[config.mk]
export PLATFORM = sky130hd
export DESIGN_NAME = scba_ctrl
export DESIGN_NICKNAME = d
export VERILOG_FILES = /design/src/hdl/scba_pkg.sv /design/src/hdl/scba_ctrl.sv
export SDC_FILE = /design/constraint.sdc
export NUM_CORES = 1
export LEC_CHECK = 0
export BUFFER_PORTS_ARGS = -buffer_cell sky130_fd_sc_hd__buf_2
export CAP_MARGIN = 20
export CORE_AREA = 4 4 41 43
export DETAILED_ROUTE_END_ITERATION = 8
export DIE_AREA = 0 0 45 47
export PLACE_DENSITY = 0.3
export REMOVE_ABC_BUFFERS = 1
export SLEW_MARGIN = 20
export SYNTH_ARGS = -nofsm -noshare
export SYNTH_HDL_FRONTEND = slang
export SYNTH_SLANG_ARGS = --single-unit
[constraint.sdc]
create_clock -name clk -period 1.2 [get_ports clk]
set_input_delay 0.06 -clock clk [delete_from_list [all_inputs] [get_ports clk]]
set_output_delay 0.06 -clock clk [all_outputs]
set_load 0.05 [all_outputs]
[src/hdl/scba_pkg.sv]
// ----------------------------------------------------------------------------
// scba_pkg
// Shared types and constants for the size-class bump allocator: granule and
// arena geometry, action and release codes, controller states, and the
// command and status bundles between controller and datapath.
// ----------------------------------------------------------------------------
package scba_pkg;

	// arena geometry
	localparam int GRANULE     = 8;
	localparam int GRAN_SHIFT  = $clog2(GRANULE);
	localparam int ARENA_BYTES = 1024 * 1024;

	// field and state widths
	localparam int BYTES_W = 24;
	localparam int OFFS_W  = 21;
	localparam int GRANT_W = 20;
	localparam int CLASS_W = 21;
	localparam int KIND_W  = 3;
	localparam int STATE_W = 21;
	localparam int SIZE_W  = BYTES_W + 1;
	localparam int SUM_W   = SIZE_W + 1;
	localparam int WORD_W  = 2 * STATE_W;

	localparam logic [STATE_W-1:0] STATE_MAX = '1;

	// request codes
	localparam logic ACT_ALLOC   = 1'b0;
	localparam logic ACT_RELEASE = 1'b1;

	// release outcome codes
	localparam logic [KIND_W-1:0] KIND_NONE       = 3'd0;
	localparam logic [KIND_W-1:0] KIND_TOP        = 3'd1;
	localparam logic [KIND_W-1:0] KIND_TOP_RESET  = 3'd2;
	localparam logic [KIND_W-1:0] KIND_COUNT      = 3'd3;
	localparam logic [KIND_W-1:0] KIND_COUNT_RESET = 3'd4;

	typedef enum logic [1:0] {
		ST_CLEAR,
		ST_IDLE,
		ST_EXEC
	} state_t;

	typedef struct packed {
		logic clr_wr;
		logic capture;
		logic commit;
	} cmd_t;

	typedef struct packed {
		logic clr_last;
		logic out_free;
	} sts_t;

endpackage

[src/hdl/scba_ctrl.sv]
// ----------------------------------------------------------------------------
// scba_ctrl
// Controller: clearing sweep after reset, then one item at a time through
// read and commit.
// ----------------------------------------------------------------------------
module scba_ctrl (
	input  logic          clk,
	input  logic          arst_n,
	input  logic          in_valid,
	output logic          in_stall,
	input  scba_pkg::sts_t sts,
	output scba_pkg::cmd_t cmd
);

	scba_pkg::state_t state_q, state_d;

	always_ff @(posedge clk or negedge arst_n) begin
		if (!arst_n) begin
			state_q <= scba_pkg::ST_CLEAR;
		end else begin
			state_q <= state_d;
		end
	end

	always_comb begin
		state_d     = state_q;
		in_stall    = 1'b1;
		cmd.clr_wr  = 1'b0;
		cmd.capture = 1'b0;
		cmd.commit  = 1'b0;
		case (state_q)
			scba_pkg::ST_CLEAR: begin
				cmd.clr_wr = 1'b1;
				if (sts.clr_last) begin
					state_d = scba_pkg::ST_IDLE;
				end
			end
			scba_pkg::ST_IDLE: begin
				in_stall = 1'b0;
				if (in_valid) begin
					cmd.capture = 1'b1;
					state_d     = scba_pkg::ST_EXEC;
				end
			end
			scba_pkg::ST_EXEC: begin
				// hold the entry until the output register can take the item
				if (sts.out_free) begin
					cmd.commit = 1'b1;
					state_d    = scba_pkg::ST_IDLE;
				end
			end
			default: begin
				state_d = scba_pkg::ST_CLEAR;
			end
		endcase
	end

endmodule

==> impl_metrics.env <==
export IMPL_gp_congestion=0.573
export IMPL_regMostFlops="state_q"
export IMPL_synth_top_family_by_area="simple AND/OR/NAND/NOR gates"
export IMPL_drc_errors=0
export IMPL_ant_nets=0
export IMPL_slew_viol_final=0
export IMPL_ys_warnings_count=0
export IMPL_grt_ovfl_total=0
export IMPL_final_layout_size_suffix_gt1_frac=0.565
export IMPL_cts_buffers=3
export IMPL_dr_pass1_iters=4
export IMPL_finalSetupViolCount=0
export IMPL_wl_um=338
export IMPL_cts_path_max_buffers=2
export IMPL_syn_avg_cell_area_um2=9.90
export IMPL_ctsRootBufferMaster="clkbuf_4"
export IMPL_hold_class="in2reg"
export IMPL_die_y_um=47
export IMPL_synth_simple_area_share=0.391
export IMPL_synthAdderAreaFrac=0
export IMPL_largest_reg_flops=2
export IMPL_yosysTopAreaCell="dfrtp_1"
export IMPL_synthXorXnorAreaFrac=0
export IMPL_max_cap_violations=0
export IMPL_die_area_mm2=0.00212
export IMPL_rows=13
export IMPL_netlist_area_um2=109
export IMPL_grt_first_pass_wirelength_um=545
export IMPL_antenna_found_initial=0
export IMPL_reg_top3="state_q (2)"
export IMPL_insertedDiodeCount=0
export IMPL_ys_ff_latch=2
export IMPL_muxShareOfSynthArea=0.0920
export IMPL_insertion_delay_ns=0.22
export IMPL_slew_headroom=0.832
export IMPL_syn_inst=11
export IMPL_skew_ns=0.00157
export IMPL_arrival_ns=1.08
export IMPL_synth_top_area_frac=0.460
export IMPL_via_per_inst=3.18
export IMPL_peakVddDrop_mv=0.838
export IMPL_synth_area_leaders="dfrtp_1 (46%), mux2i_1 (9.2%), and3b_1 (8.0%), nand2b_2 (8.0%), nor2_1 (6.9%)"
export IMPL_grt_pass1_vias=121
export IMPL_worst_slack_ns=0.0646
export IMPL_grt_max_degree=7
export IMPL_synth_compound_area_share=0.0575
export IMPL_area_growth_pct=90.8
export IMPL_path_clk_slew_ns=0.03
export IMPL_ys_seq_area_frac=0.460
export IMPL_cp_end_kind="primary output"
export IMPL_post_route_period_util=0.946
export IMPL_power_leakage_nw=0.102
export IMPL_top_level_ports=9
export IMPL_place_worst_setup_slack_ns=0.216
export IMPL_core_mm2=0.00130
export IMPL_worstMarginPinSlew_ns=0.253
export IMPL_cp_start_kind="flip-flop"
export IMPL_ys_types=9
export IMPL_io_buffers=8
export IMPL_postCtsSetupBuffers=0
export IMPL_path_class="reg2out"
export IMPL_grt_total_usage=0.0434
export IMPL_hold_ws_ns=0.0663
export IMPL_instances_no_fill=38
export IMPL_setup_tns_ns=0
export IMPL_outcome="finished, final reports clean"
export IMPL_clock_sinks=2
export IMPL_vias=121
export IMPL_cts_tree="done"
export IMPL_min_period_ns=1.14
export IMPL_drtIter0Drc=4
export IMPL_nets=30
export IMPL_crit_required_ns=1.14
export IMPL_cp_max_fo=6
export IMPL_die_w_um=45
export IMPL_max_freq_mhz=881
export IMPL_htree_levels=1
export IMPL_hold_violations=0
export IMPL_utilization=0.160
export IMPL_power_per_cell_area_mw_per_mm2=3280
export IMPL_initial_core_util=0.0837
export IMPL_rsz0062_at_grt="false"
export IMPL_wl_per_cell_um=8.89
export IMPL_dp_cells=34
path summary, 6_finish.rpt:
path | startpoint | endpoint | slack [ns] | cells past startpoint
worst max-delay path | state_q[1] | cmd[1] | 0.06 | 2
worst min-delay path | in_valid | state_q[0] | 0.07 | 2
worst max register to register | state_q[0] | state_q[1] | 0.18 | 2
worst min register to register | state_q[0] | state_q[0] | 0.58 | 1
max in group asynchronous | arst_n | state_q[0] | 0.94 | 2
min in group asynchronous | arst_n | state_q[1] | 0.16 | 2
through the flow:
step / area (um2) / power, W
2_1_floorplan: 109 / 0.000434
3_3_place_gp: 168 / 0.000521
3_5_place_dp: 168 / 0.000519
4_1_cts: 203 / 0.000682
5_1_grt: 208 / 0.000729
6_report: 208 / 0.000681
where the power goes:
part	switching, W	leakage [nW]	internal, W	total, W
Combinational	0.000269	0.0628	0.000117	0.000386
Clock	0.0000341	0.0138	0.000110	0.000144
Sequential	0.0000514	0.0252	0.0000995	0.000151
kinds of logic (layout without fill, tap and decap cells):
| logic type | after synthesis | count (layout) |
|---|---|---|
| simple gates | 7 | 7 |
| flops | 2 | 2 |
| compound gates | 1 | 1 |
| mux | 1 | 1 |
| buf+inv | 0 | 12 |
worst max-delay path, cell delays in order, from the launching register on:
cell and delay [ns]:
dfrtp_1 0.42, and3b_2 0.27, buf_6 0.16
cell type report:
cell class / instances / area, um2
tap: 15 / 18.8
sequential: 2 / 50.0
multi-input combinational: 9 / 60.1
timing repair buffer: 9 / 56.3
fill: 162 / 1090
clock buffer: 3 / 22.5
layer usage:
| layer | global-route usage | vias up | share of wire |
|---|---|---|---|
| met5 | 0 | - | 0 |
| met4 | 0.0175 | 0 | 0 |
| met3 | 0.0613 | 0 | 0.17 |
| met2 | 0.0339 | 11 | 0.23 |
| met1 | 0.0545 | 47 | 0.61 |
| li1 | - | 63 | - |
placed cells by master (no fill, tap or decap):
cell type      instances
nor3b_1                1
dlygate4sd3_1          1
buf_6                  1
and3b_2                1
mux2i_1                1
dfrtp_1                2
o22ai_1                1
clkbuf_4               3
nand2_1                1
buf_2                  7
nand2b_2               1
or2_1                  1
nor2_1                 2
cell usage after synthesis:
| master | n |
|---|---|
| nand2_1 | 1 |
| dfrtp_1 | 2 |
| o22ai_1 | 1 |
| nor2_1 | 2 |
| and3b_1 | 1 |
| or2_1 | 1 |
| nand2b_2 | 1 |
| nor3b_1 | 1 |
| mux2i_1 | 1 |
what timing repair did:
item                                    4_1_cts  5_1_grt
pin swaps                                     0        0
cloned                                        0        0
endpoints found under the setup margin        1        1
hold buffers                                  1        0
endpoints found under the hold margin         2        0
gates resized for setup                       1        2
No activity file was read; power rests on OpenSTA's default activity.
